**config.mk**
```make
export PLATFORM = sky130hd
export DESIGN_NAME = priority_process_queue
export DESIGN_NICKNAME = d
export VERILOG_FILES = /design/src/design/ppq_pkg.sv /design/src/design/ppq_cell.sv /design/src/design/priority_process_queue.sv
export VERILOG_INCLUDE_DIRS = /design/src /design/src/design
export SDC_FILE = /design/constraint.sdc
export NUM_CORES = 1
export LEC_CHECK = 0
export BUFFER_PORTS_ARGS = -buffer_cell sky130_fd_sc_hd__buf_4
export CELL_PAD_IN_SITES_DETAIL_PLACEMENT = 1
export CELL_PAD_IN_SITES_GLOBAL_PLACEMENT = 1
export CORE_MARGIN = 2
export CORE_UTILIZATION = 55
export CTS_BUF_LIST = sky130_fd_sc_hd__clkbuf_8 sky130_fd_sc_hd__clkbuf_16
export CTS_CLUSTER_DIAMETER = 40
export DETAILED_ROUTE_END_ITERATION = 7
export HOLD_SLACK_MARGIN = 0.03
export MAX_ROUTING_LAYER = met4
export PLACE_DENSITY_LB_ADDON = 0.08
export SLEW_MARGIN = 20
export SYNTH_ARGS = -nofsm -noshare
export SYNTH_HDL_FRONTEND = slang
export SYNTH_SLANG_ARGS = --single-unit
```
**constraint.sdc**
```tcl
create_clock -name clk_i -period 12.55 [get_ports clk_i]
set_clock_uncertainty 0.15 [all_clocks]
set_input_delay 0.6275 -clock clk_i [delete_from_list [all_inputs] [get_ports clk_i]]
set_output_delay 0.6275 -clock clk_i [all_outputs]
set_load 0.02 [all_outputs]
```
**src/design/priority_process_queue_macros.svh**
```systemverilog
// Assertion macros shared by the priority process queue RTL.
`ifndef PRIORITY_PROCESS_QUEUE_MACROS_SVH
`define PRIORITY_PROCESS_QUEUE_MACROS_SVH

// Property must hold at every clock edge outside reset.
`define PPQ_ASSERT(lbl, prop, msg) \
  lbl: assert property (@(posedge clk_i) disable iff (!rst_ni) (prop)) else $error(msg);

// Expression must never be true outside reset.
`define PPQ_ASSERT_NEVER(lbl, expr, msg) \
  lbl: assert property (@(posedge clk_i) disable iff (!rst_ni) !(expr)) else $error(msg);

`endif

```
**src/design/ppq_pkg.sv**
```systemverilog
// Types and constants of the priority process queue.
package ppq_pkg;

  localparam int unsigned DEPTH = 16;

  localparam logic MODE_ADD  = 1'b0;
  localparam logic MODE_EXEC = 1'b1;

  typedef enum logic [1:0] {
    ST_ADDED    = 2'd0,
    ST_EXECUTED = 2'd1,
    ST_EMPTY    = 2'd2,
    ST_FULL     = 2'd3
  } status_e;

  typedef struct packed {
    logic        mode;
    logic [15:0] proc_id;
    logic [7:0]  priority_req;
  } in_t;

  typedef struct packed {
    status_e     status;
    logic [15:0] out_proc_id;
    logic [7:0]  out_priority;
  } out_t;

  typedef struct packed {
    logic [15:0] proc_id;
    logic [7:0]  prio;
  } entry_t;

  // Broadcast to every cell for one queue operation.
  typedef struct packed {
    logic   ins;
    logic   pop;
    entry_t new_entry;
  } cell_ctrl_t;

endpackage

```
**src/design/ppq_cell.sv**
```systemverilog
// One slot of the sorted queue chain: holds an entry, shifts right on insert, left on pop.
module ppq_cell (
  input  logic                clk_i,
  input  ppq_pkg::cell_ctrl_t ctrl_i,
  input  logic                occupied_i,
  input  ppq_pkg::entry_t     left_entry_i,
  input  logic                left_go_i,
  input  ppq_pkg::entry_t     right_entry_i,
  output ppq_pkg::entry_t     entry_o,
  output logic                go_o
);

  ppq_pkg::entry_t entry_q, entry_d;

  // Yield this slot when it is free or holds a strictly lower priority;
  // equal priorities stay ahead so the earlier entry wins.
  assign go_o = !occupied_i || (entry_q.prio < ctrl_i.new_entry.prio);

  always_comb begin
    entry_d = entry_q;
    if (ctrl_i.pop) begin
      entry_d = right_entry_i;
    end else if (ctrl_i.ins && go_o) begin
      entry_d = left_go_i ? left_entry_i : ctrl_i.new_entry;
    end
  end

  always_ff @(posedge clk_i) begin
    entry_q <= entry_d;
  end

  assign entry_o = entry_q;

endmodule

```
**src/design/priority_process_queue.sv**
```systemverilog
// An accepted item is held in the request register ahead of the cell chain, then applied.
// Its result shows for one cycle; no new item is taken while busy, i.e. while one is held.
// Each chain operation (sorted insert or pop of the head) updates all cells in the same cycle.
// Reset clears the entry count, request and result strobes; cell contents are not reset.
// Results cannot be stalled by the receiver.
`include "priority_process_queue_macros.svh"

module priority_process_queue #(
  parameter int unsigned DEPTH = ppq_pkg::DEPTH
) (
  input  logic          clk_i,
  input  logic          rst_ni,
  input  logic          start,
  output logic          busy,
  input  ppq_pkg::in_t  req_i,
  output logic          result_valid_o,
  output ppq_pkg::out_t res_o
);

  localparam int unsigned CntW = $clog2(DEPTH + 1);

  ppq_pkg::in_t        req_q;
  logic                req_valid_q;
  logic [CntW-1:0]     count_q, count_d;
  ppq_pkg::out_t       res_q, res_d;
  logic                result_valid_q;
  logic                is_full, is_empty;
  ppq_pkg::cell_ctrl_t ctrl;

  ppq_pkg::entry_t     cell_entry [DEPTH];
  logic [DEPTH-1:0]    cell_go;
  logic [DEPTH-1:0]    occupied;

  assign busy     = req_valid_q;
  assign is_full  = (count_q == CntW'(DEPTH));
  assign is_empty = (count_q == '0);

  always_comb begin
    ctrl.ins       = req_valid_q && (req_q.mode == ppq_pkg::MODE_ADD) && !is_full;
    ctrl.pop       = req_valid_q && (req_q.mode == ppq_pkg::MODE_EXEC) && !is_empty;
    ctrl.new_entry = '{proc_id: req_q.proc_id, prio: req_q.priority_req};
  end

  always_comb begin
    count_d = count_q;
    res_d   = '{status: ppq_pkg::ST_ADDED, out_proc_id: '0, out_priority: '0};
    if (req_q.mode == ppq_pkg::MODE_ADD) begin
      if (is_full) begin
        res_d.status = ppq_pkg::ST_FULL;
      end else begin
        count_d = count_q + 1'b1;
      end
    end else if (is_empty) begin
      res_d.status = ppq_pkg::ST_EMPTY;
    end else begin
      // Head cell always holds the highest, earliest-added entry.
      res_d.status       = ppq_pkg::ST_EXECUTED;
      res_d.out_proc_id  = cell_entry[0].proc_id;
      res_d.out_priority = cell_entry[0].prio;
      count_d            = count_q - 1'b1;
    end
  end

  always_ff @(posedge clk_i or negedge rst_ni) begin
    if (!rst_ni) begin
      req_valid_q    <= 1'b0;
      result_valid_q <= 1'b0;
      count_q        <= '0;
    end else begin
      result_valid_q <= req_valid_q;
      if (req_valid_q) begin
        req_valid_q <= 1'b0;
        count_q     <= count_d;
      end else if (start) begin
        req_valid_q <= 1'b1;
      end
    end
  end

  always_ff @(posedge clk_i) begin
    if (start && !req_valid_q) begin
      req_q <= req_i;
    end
    if (req_valid_q) begin
      res_q <= res_d;
    end
  end

  genvar gi;
  generate
    for (gi = 0; gi < DEPTH; gi++) begin : g_cell
      ppq_pkg::entry_t left_entry, right_entry;
      logic            left_go;

      assign occupied[gi] = (count_q > CntW'(gi));

      if (gi == 0) begin : g_head
        assign left_entry = '0;
        assign left_go    = 1'b0;
      end else begin : g_mid
        assign left_entry = cell_entry[gi-1];
        assign left_go    = cell_go[gi-1];
      end

      if (gi == DEPTH - 1) begin : g_tail
        assign right_entry = '0;
      end else begin : g_body
        assign right_entry = cell_entry[gi+1];
      end

      ppq_cell u_cell (
        .clk_i         (clk_i),
        .ctrl_i        (ctrl),
        .occupied_i    (occupied[gi]),
        .left_entry_i  (left_entry),
        .left_go_i     (left_go),
        .right_entry_i (right_entry),
        .entry_o       (cell_entry[gi]),
        .go_o          (cell_go[gi])
      );
    end
  endgenerate

  assign result_valid_o = result_valid_q;
  assign res_o          = res_q;

  `PPQ_ASSERT_NEVER(a_count_bound, count_q > CntW'(DEPTH), "entry count above depth")
  `PPQ_ASSERT(a_req_busy, start && !busy |=> busy, "accepted item did not raise busy")
  `PPQ_ASSERT(a_req_result, busy |=> result_valid_o && !busy, "item produced no result")
  `PPQ_ASSERT(a_exec_nonempty, result_valid_o && res_o.status == ppq_pkg::ST_EXECUTED |-> $past(count_q) != '0, "executed from empty queue")
  `PPQ_ASSERT(a_add_count, result_valid_o && res_o.status == ppq_pkg::ST_ADDED |-> count_q == $past(count_q) + 1'b1, "add did not grow the queue")

endmodule

```
Yosys cells after proc, flatten, opt, wreduce, memory -nomap -nowiden
Index checks and enable logic that the tools add are counted.
Word-level totals
  register bits: 442
  input port bits: 28
  output and inout port bits: 28
  logic and storage cells: 206
Operators by class
  add/sub/neg operators: 2
  magnitude comparators: 32
  equal/unequal tests: 3
  mux-type cells: 53
  bitwise logic cells: 1
  reductions and logical operators: 74
Operator list (count)
  $mux 24: 45
  $lt 8x8->1: 16
  $gt 5x4->1 const B: 8
  $reduce_bool 2->1: 15
  $logic_and 1x1->1: 21
  $gt 5x3->1 const B: 4
  $logic_not 1->1: 19
  $logic_or 1x1->1: 16
  $mux 5: 3
  $gt 5x1->1 const B: 2
  $gt 5x2->1 const B: 2
  $mux 2: 3
  $add 5x1->5 const B: 1
  $eq 5x5->1 const B: 1
  $logic_not 5->1: 1
  $sub 5x1->5 const B: 1
  $ne 2x2->1 const B: 2
  $reduce_and 3->1: 1
  $mux 1: 2
  $reduce_or 2->1: 1
  $not 1->1: 1

Longest topological paths before layout
Gate-level depths: netlist of run 1.
  word-level depth: 6
  depth in mapped cells: 11
  gate-level depth less buffers: 8

By module
Synthesis of run 1 repeated with hierarchy kept, for this count alone.
Second synthesis, totals
  cell total of the unflattened synthesis: 2275
  area, all modules: 25540.7 um2
Modules (own cells, without submodules)
  ppq_cell (g_cell[0].u_cell ...): instances 14, cells an instance 132, area each 1447.6 um2, seq. area each 720.7 um2
  ppq_cell (g_cell[8].u_cell ...): instances 2, cells an instance 132, area each 1440.1 um2, seq. area each 720.7 um2
  priority_process_queue: instances 1, cells an instance 163, area each 2393.5 um2, seq. area each 1706.6 um2

Worst setup path after synthesis of run 1
No wires, ideal clock.
  kind: reg2reg
  start point: register req_q, in the netlist ctrl[5]
  end point: register g_cell[2].u_cell.entry_q, in the netlist g_cell[2].u_cell.entry_o[0], enable pin
  setup time: 0.438 ns
  arrival: 4.255 ns
  data required time: 11.962 ns
  slack: 7.707 ns
  stages on the path, launching flop included: 11
  path buffers: 2
  period minus slack after synthesis: 4.843 ns
  cell sequence: edfxtp_1 clkbuf_1 inv_1 ha_1 o21a_1 o21a_1 nor2b_1 a311oi_1 clkbuf_1 nor2_1 o21ai_0
Between the ends
  longest elaborated chain between the ends: 4
RTL lines
  start, declared: line priority_process_queue.sv:22  | ppq_pkg::in_t req_q;
  start signal, assigned: line priority_process_queue.sv:82  | req_q <= req_i;
  $lt 8x8->1: line ppq_cell.sv:17  | assign go_o = !occupied_i || (entry_q.prio < ctrl_i.new_entry.prio);
  $logic_or 1x1->1: line ppq_cell.sv:17
  $logic_and 1x1->1: line ppq_cell.sv:23  | end else if (ctrl_i.ins && go_o) begin
  $reduce_bool 2->1 (no line)
  end signal, assigned: line ppq_cell.sv:29  | entry_q <= entry_d;
  end, declared: line ppq_cell.sv:13  | ppq_pkg::entry_t entry_q, entry_d;
Every way passes these cells.
A chain may end at the register's enable or synchronous reset.

==> summary.txt, run 1 <==
Global routing
  – Initial antenna violation count: 0
  – Global Route Usage Sum: 37.28%
  – First-pass GRT wire length: 129000 µm
  – Gr ovfl total: 0
  – Vias in the first global route: 21.49k
  – Pin count of the biggest net entering global routing: 255

Setup path
  – Cell Chain, Critical Path: inv_1 -> ha_1 -> or3b_4 -> o21a_1 -> and2_4 -> buf_12 -> buf_4 -> o21ai_0
  – Worst setup SP type: flip-flop
  – R2r setup slk: 7.11 ns
  – Worst reg2reg path depth: 8
  – R2r startpoint: count_q[0]
  – Crit Reg-Reg Endpoint: g_cell[12].u_cell.entry_o[16]
  – Crit path max fanout: 254
  – CP Class: flip-flop to flip-flop
  – CP peak stage delay: 0.86 ns
  – CP arrival: 5.61 ns
  – CP Launch Point: count_q[0]
  – CP max stage cell: buf_4
  – CP required: 12.73 ns
  – CP Capture Type: flip-flop

Floorplanning
  – Starting Density: 55.61%
  – Die area: 46420 µm²
  – Chip height: 215.5 µm
  – Core box area: 44220 µm²
  – # IOs: 56
  – Die X: 215.5 µm
  – FP Rows: 77

Power
  – Pwr dens: 239.5 nW/µm²
  – Clock share of power: 31.7%
  – Net Sw Power: 0.002446 W
  – Int Power: 0.004292 W
  – Combinational share of power: 32.1%
  – Sequential power share: 36.2%
  – Fraction of power spent switching nets: 36.30%
  – Largest vdd supply drop: 130.3 µV
  – Leakage: 11.38 nW

STA
  – Slew Viols, Final: 0
  – Worst relative slew slack: 23.44%
  – Fin Setup TNS: 0 ns
  – Period utilization: 43.31%
  – Final min period: 5.436 ns
  – Endpoints failing setup: 0
  – RSZ-0062 raised after global routing: false
  – F_max: 0.1840 GHz
  – Hold Vio Cnt, Final: 0
  – Worst-margin pin slew: 1.148 ns
  – Hold WS: 0.04757 ns

Synth
  – Ys flop type: edfxtp_1
  – Adder-Cell Fraction of Synth Area: 6.004%
  – FF+latch count, synth: 442
  – Post-synth top area share: 50.19%
  – Yosys top cell by area: edfxtp_1
  – Compound-Gate Fraction of Synth Area: 19.12%
  – Most common cell in the netlist: edfxtp_1
  – Simple-gate share of the synthesized area: 12.23%
  – Asr flop ratio synth: 1.584%
  – Sequential area share after synthesis: 52.85%
  – Yosys cell types: 56
  – Largest family of logic cells by synthesized area: compound AO/OA/AOI/OAI gates
  – Synth Area in XOR/XNOR: 0.1781%
  – Syn. warnings: 0
  – Post-synth EDFFs: 411
  – Mapped Nets: 2411
  – Post-synth top cells: edfxtp_1 (411), nand2_1 (320), a21oi_1 (200)
  – Avg Synthesized Cell Area: 10.86 µm²
  – Multiplexer share of the synthesized area: 4.925%
  – Dominant cells by area after synthesis: edfxtp_1 (50%), a221o_1 (6.8%), ha_1 (6.0%)
  – Synth Instances: 2265
  – Synth Cell Area: 24590 µm²

Hold path
  – Hold Startpoint: req_i[7]
  – HP Class: primary input to flip-flop
  – WHS Path Cells: 1
  – WHS Endpoint: ctrl[7]

Run status
  – Status: complete, no violations

Placement
  – GPL Wtd Cong: 0.9166
  – Dpl hpwl: 50950 µm
  – I/O Buffers: 55

CTS
  – H-tree levels: 3
  – Clk buf depth: 3
  – TritonCTS clock tree: done
  – Num Clock Sinks: 442
  – Post-CTS Resized: 0
  – Clock Latency Late Sink: 0.62 ns
  – Num CTS Buffers: 76
  – Root Buffer: clkbuf_16
  – Clk pin slew, worst setup/hold paths: 0.05 ns

Routing
  – DR pass1 iterations: 6
  – DRC viols: 0
  – Vias: 20.01k
  – Post-Route WL: 83840 µm
  – Via density: 6.866
  – Final antenna-violating net count: 0
  – DR WL/cell: 28.76 µm
  – Initial DRC Count: 2098

Cells and area
  – # fillers: 4476
  – Post-layout nets: 2408
  – Area delta synth->final: 14.39%
  – Share of cells above drive strength 1: 12.32%

Run
  – MaxCap Viol Count: 0
==> logic make-up (layout without fill, tap and decap cells) <==
| family | Yosys count | in the layout |
|---|---|---|
| compound gates | 693 | 693 |
| simple gates | 653 | 653 |
| flops | 442 | 442 |
| buf+inv | 233 | 290 |
| mux | 121 | 121 |
| fa+ha+maj | 118 | 118 |
| xor+xnor | 5 | 5 |
| other cells | 0 | 1 |
==> final cells by class <==
cell class	count	area [µm²]	share of cell area, %
tap	592	740.7	2.633
clock inverter	61	649.4	2.308
timing repair buffer	133	1114	3.958
antenna	1	2.502	0.008895
clock buffer	77	1927	6.849
inverter	19	71.32	0.2535
multi-input combinational	1590	10630	37.78
sequential	442	13000	46.21
==> routing by layer <==
layer | global-route usage, % | routed length [µm]
met2 | 61.25 | 41410
met3 | 5.398 | 5815
met1 | 46.03 | 33050
met4 | 16.62 | 3565
met5 | - | 0
==> what timing repair did <==
item | in CTS | in global routing
hold buffers | 20 | 0
endpoints found under the hold margin | 26 | 0
setup buffers | 0 | 0
==> through the flow <==
step | std cells | instance area, µm² | setup slack (ns) | util (%) | total power [W]
after global placement | 2754 | 25270 | 7.486 | 57.15 | 0.004368
after detailed placement | 2754 | 25300 | 7.311 | 57.20 | 0.004490
after CTS | 2912 | 28070 | 7.299 | 63.48 | 0.006679
final | 2915 | 28130 | 7.114 | 63.62 | 0.006737
after global routing | 2914 | 28130 | 6.841 | 63.61 | 0.007006
after floorplan | 2265 | 24590 | 7.707 | - | 0.003796
==> worst max-delay path by stage <==
stage                                          to  slack, ns
floorplan             g_cell[2].u_cell.entry_o[0]       7.71
global placement    g_cell[12].u_cell.entry_o[16]       7.49
detailed placement  g_cell[12].u_cell.entry_o[13]       7.31
CTS                 g_cell[12].u_cell.entry_o[13]       7.30
global route        g_cell[12].u_cell.entry_o[16]       6.84
finish              g_cell[12].u_cell.entry_o[16]       7.11
==> sequential cells by signal (all words and copies together) (netlist names) <==
register               flops
g_cell.u_cell.entry_o    384
busy                       1
count_q                    5
ctrl                      24
result_valid_o             1
res_o                     26
req_q                      1
==> power by group through the flow <==
stage               registers [W]  logic, W  clock network, W
floorplan                 0.00233   0.00147                 0
detailed placement        0.00244   0.00205                 0
global route              0.00247   0.00233           0.00221
global placement          0.00244   0.00193                 0
CTS                       0.00243   0.00211           0.00215
finish                    0.00244   0.00217           0.00214
==> placed cells by master (no fill, tap or decap), types with 18 or more instances in the layout <==
cell | synthesis | layout
dlygate4sd3_1 | 0 | 20
and2_1 | 46 | 44
dfxtp_1 | 24 | 24
o21ai_0 | 124 | 109
a31oi_1 | 25 | 25
edfxtp_1 | 411 | 411
ha_1 | 118 | 118
nor2_1 | 114 | 114
inv_1 | 18 | 25
nor2b_1 | 27 | 26
and3_1 | 75 | 75
mux2i_1 | 121 | 121
nor3_1 | 31 | 30
o21ai_2 | 3 | 18
a221o_1 | 168 | 168
nand2_1 | 320 | 319
a2111oi_0 | 29 | 29
o21ai_1 | 64 | 58
buf_4 | 5 | 109
a21oi_1 | 200 | 199
clkbuf_16 | 0 | 77
a21o_1 | 35 | 35
==> critical path: cells and delay by family (launching register included) <==
kind / cells / cell delay, ns
AOI/OAI and AO/OA: 2 / 1.01
buffers and inverters: 3 / 1.77
and+or+nand+nor: 2 / 1.11
DFF: 1 / 0.52
adders and majority gates: 1 / 0.25
(Power assumes the default switching activity.)
==> inputs of run 2 (changes only) <==
--- a/config.mk
+++ b/config.mk
@@ -10,7 +10,7 @@
 export CELL_PAD_IN_SITES_DETAIL_PLACEMENT = 1
 export CELL_PAD_IN_SITES_GLOBAL_PLACEMENT = 1
 export CORE_MARGIN = 2
-export CORE_UTILIZATION = 55
+export CORE_UTILIZATION = 46
 export CTS_BUF_LIST = sky130_fd_sc_hd__clkbuf_8 sky130_fd_sc_hd__clkbuf_16
 export CTS_CLUSTER_DIAMETER = 40
 export DETAILED_ROUTE_END_ITERATION = 7
==> constraint.sdc (replaced) <==
create_clock -name clk_i -period 4.38 [get_ports clk_i]
set_clock_uncertainty 0.15 [all_clocks]
set_input_delay 0.219 -clock clk_i [delete_from_list [all_inputs] [get_ports clk_i]]
set_output_delay 0.219 -clock clk_i [all_outputs]
set_load 0.02 [all_outputs]
==> run 2 against run 1 <==
Compared with the run above: critical path depth up 1; worst setup slack lost 6.5 ns; core utilization fell by 9.2 points; total power increased to 2.8 times the previous value; non-clock buffer count rose by 40; flip-flop and latch count unchanged; wire length fell by 3.0%; first-iteration DRC count is 27% lower; combinational power rose to 2.8 times the previous value; fmax rose by 44%; largest cell class unchanged; largest power group unchanged.
==> summary.txt, run 2 (synthesis results as in run 1) <==
Run
  – MaxCap Viol Count: 0 (unchanged)

Routing
  – Final antenna-violating net count: 0 (unchanged)
  – Post-Route WL: 81280 µm (-3.0%)
  – DR pass1 iterations: 5 (-1)
  – DRC viols: 0 (unchanged)
  – Via density: 6.368 (-7.3%)
  – Initial DRC Count: 1536 (-27%)
  – Vias: 19.48k (-2.7%)
  – DR WL/cell: 26.57 µm (-7.6%)

Setup path
  – CP most frequent cell: a2111oi_0
  – Buf/Inv on CP: 2 (-1)
  – CP Capture Type: flip-flop
  – CP arrival: 4.09 ns (-1.52 ns)
  – CP peak stage delay: 0.89 ns (+0.03 ns)
  – CP required: 4.70 ns (-8.03 ns)
  – CP max stage cell: a2111oi_0
  – CP Class: flip-flop to flip-flop
  – Crit path max fanout: 34 (-87%)
  – Cell Chain, Critical Path: inv_1 -> ha_1 -> nand4bb_1 -> nand3b_1 -> a2111oi_0 -> a21oi_4 -> buf_16 -> a2111oi_0 -> nor3_1
  – Worst path top cell family by delay: compound AO/OA/AOI/OAI gates
  – Worst setup SP type: flip-flop

CTS
  – H-tree levels: 3 (unchanged)
  – Num CTS Buffers: 80 (+5.3%)
  – TritonCTS clock tree: done
  – Post-CTS Resized: 0 (unchanged)
  – Clk buf depth: 3 (unchanged)
  – CTS hold repair buffers: 28 (+40%)
  – Setup Fix Bufs, Post-CTS: 0 (unchanged)
  – Num Clock Sinks: 442 (unchanged)
  – Clock Latency Late Sink: 0.61 ns (about the same)
  – Clk pin slew, worst setup/hold paths: 0.05 ns (about the same)
  – Root Buffer: clkbuf_16

STA
  – Slew Viols, Final: 0 (unchanged)
  – Worst relative slew slack: 28.11% (+4.7 points)
  – Period utilization: 86.04% (+43 points)
  – RSZ-0062 raised after global routing: false
  – Hold Vio Cnt, Final: 0 (unchanged)
  – Post-route worst setup slack: 0.6112 ns (-6.503 ns)
  – Endpoints failing setup: 0 (unchanged)
  – Final min period: 3.769 ns (-1.667 ns)
  – F_max: 0.2653 GHz (+44%)
  – Worst-margin pin slew: 1.078 ns (-0.07000 ns)

Placement
  – Pre-CTS setup slack: 0.6475 ns (-6.664 ns)
  – GPL Wtd Cong: 0.8553 (-6.7%)
  – Dpl hpwl: 54300 µm (+6.6%)
  – Placed Cells: 2883 (+4.7%)
  – I/O Buffers: 55 (unchanged)

Global routing
  – Gr ovfl total: 0 (unchanged)
  – Global Route Usage Sum: 29.98% (-7.3 points)
  – Vias in the first global route: 20.64k (-4.0%)
  – Initial antenna violation count: 0 (unchanged)
  – Pin count of the biggest net entering global routing: 111 (-56%)
  – First-pass GRT wire length: 125300 µm (-2.8%)

Cells and area
  – Commonest cells after routing, fill and taps aside: edfxtp_1 (411), nand2_1 (319), a21oi_1 (199)
  – # diodes: 0 (-1)
  – Area delta synth->final: 16.59%
  – Post-route insts no fill: 3059 (+4.9%)
  – Max reg flops: 384 (unchanged)
  – Share of cells above drive strength 1: 12.99% (+0.67 points)
  – Most common cell after layout, fill and taps aside: edfxtp_1
  – Post-layout nets: 2452 (+1.8%)

Floorplanning
  – # IOs: 56 (unchanged)
  – Starting Density: 46.70% (-8.9 points)
  – FP Rows: 84 (+9.1%)
  – Die X: 235.2 µm (+9.2%)
  – Core box area: 52660 µm² (+19%)
  – Chip height: 235.2 µm (+9.2%)
  – Die area: 55330 µm² (+19%)

Power
  – Pwr dens: 666.2 nW/µm² (+180%)
  – Leakage: 11.64 nW (+2.2%)
  – Largest vdd supply drop: 330.6 µV (+150%)

Hold path
  – HP Class: primary input to flip-flop

Run status
  – Status: complete, no violations
run 2: cell count changes in the layout (fill, tap and decap cells not counted), sizes merged:
cell         previous run  this run
buf                   113       145
bufinv                 11         8
clkbuf                 77        84
clkinv                 28        30
clkinvlp                7         6
diode                   1         0
dlygate4sd3            20        28
inv                    34        38
run 2: final cells by class:
type | count | area, µm²
clock buffers | 84 | 2079
fillers | 5462 | 23980
multi-input cells | 1590 | 10630
well taps | 688 | 860.8
inverters | 19 | 71.32
repair buffers | 173 | 1514
clock inverters | 63 | 520.5
flip-flops and latches | 442 | 13000
run 2: path summary, 6_finish.rpt:
kind	start	to	slack, ns	depth (start not counted)
max	count_q[1]	g_cell[15].u_cell.entry_o[16]	0.61	9
min	req_i[23]	ctrl[23]	0.18	2
max reg2reg	count_q[1]	g_cell[15].u_cell.entry_o[16]	0.61	9
min reg2reg	g_cell[15].u_cell.entry_o[0]	g_cell[15].u_cell.entry_o[0]	0.34	2
max in group asynchronous	rst_ni	busy	3.34	3
min in group asynchronous	rst_ni	count_q[4]	0.44	3
run 2: layer usage:
layer  up-vias  part of all wire [%]  global-route usage, %
met5         -                     0                      -
met1     10024                    43                  37.82
li1       8714                     -                      -
met4         0                   3.8                  11.38
met2       569                    49                  49.20
met3       172                   4.6                  4.104
run 2: metrics by stage:
stage	area [µm²]	setup TNS, ns	power (W)	utilization (%)	hold WS, ns
after detailed placement	25750	0	0.01291	48.90	-0.1089
after global placement	25750	0	0.01266	48.90	-0.1145
final	28670	0	0.01910	54.45	0.1790
after floorplan	24590	-40.33	0.01087	-	-0.2266
after CTS	28630	0	0.01910	54.37	0.1487
after global routing	28670	0	0.02005	54.45	0.1671
run 2: power by group:
part / switching [W] / total [W] / leakage (nW) / internal [W]
combinational: 0.00379 / 0.00610 / 6.13 / 0.00231
sequential: 0.000776 / 0.00694 / 4.19 / 0.00616
clock: 0.00218 / 0.00606 / 1.32 / 0.00388
total: 0.00675 / 0.0191 / 11.6 / 0.0124
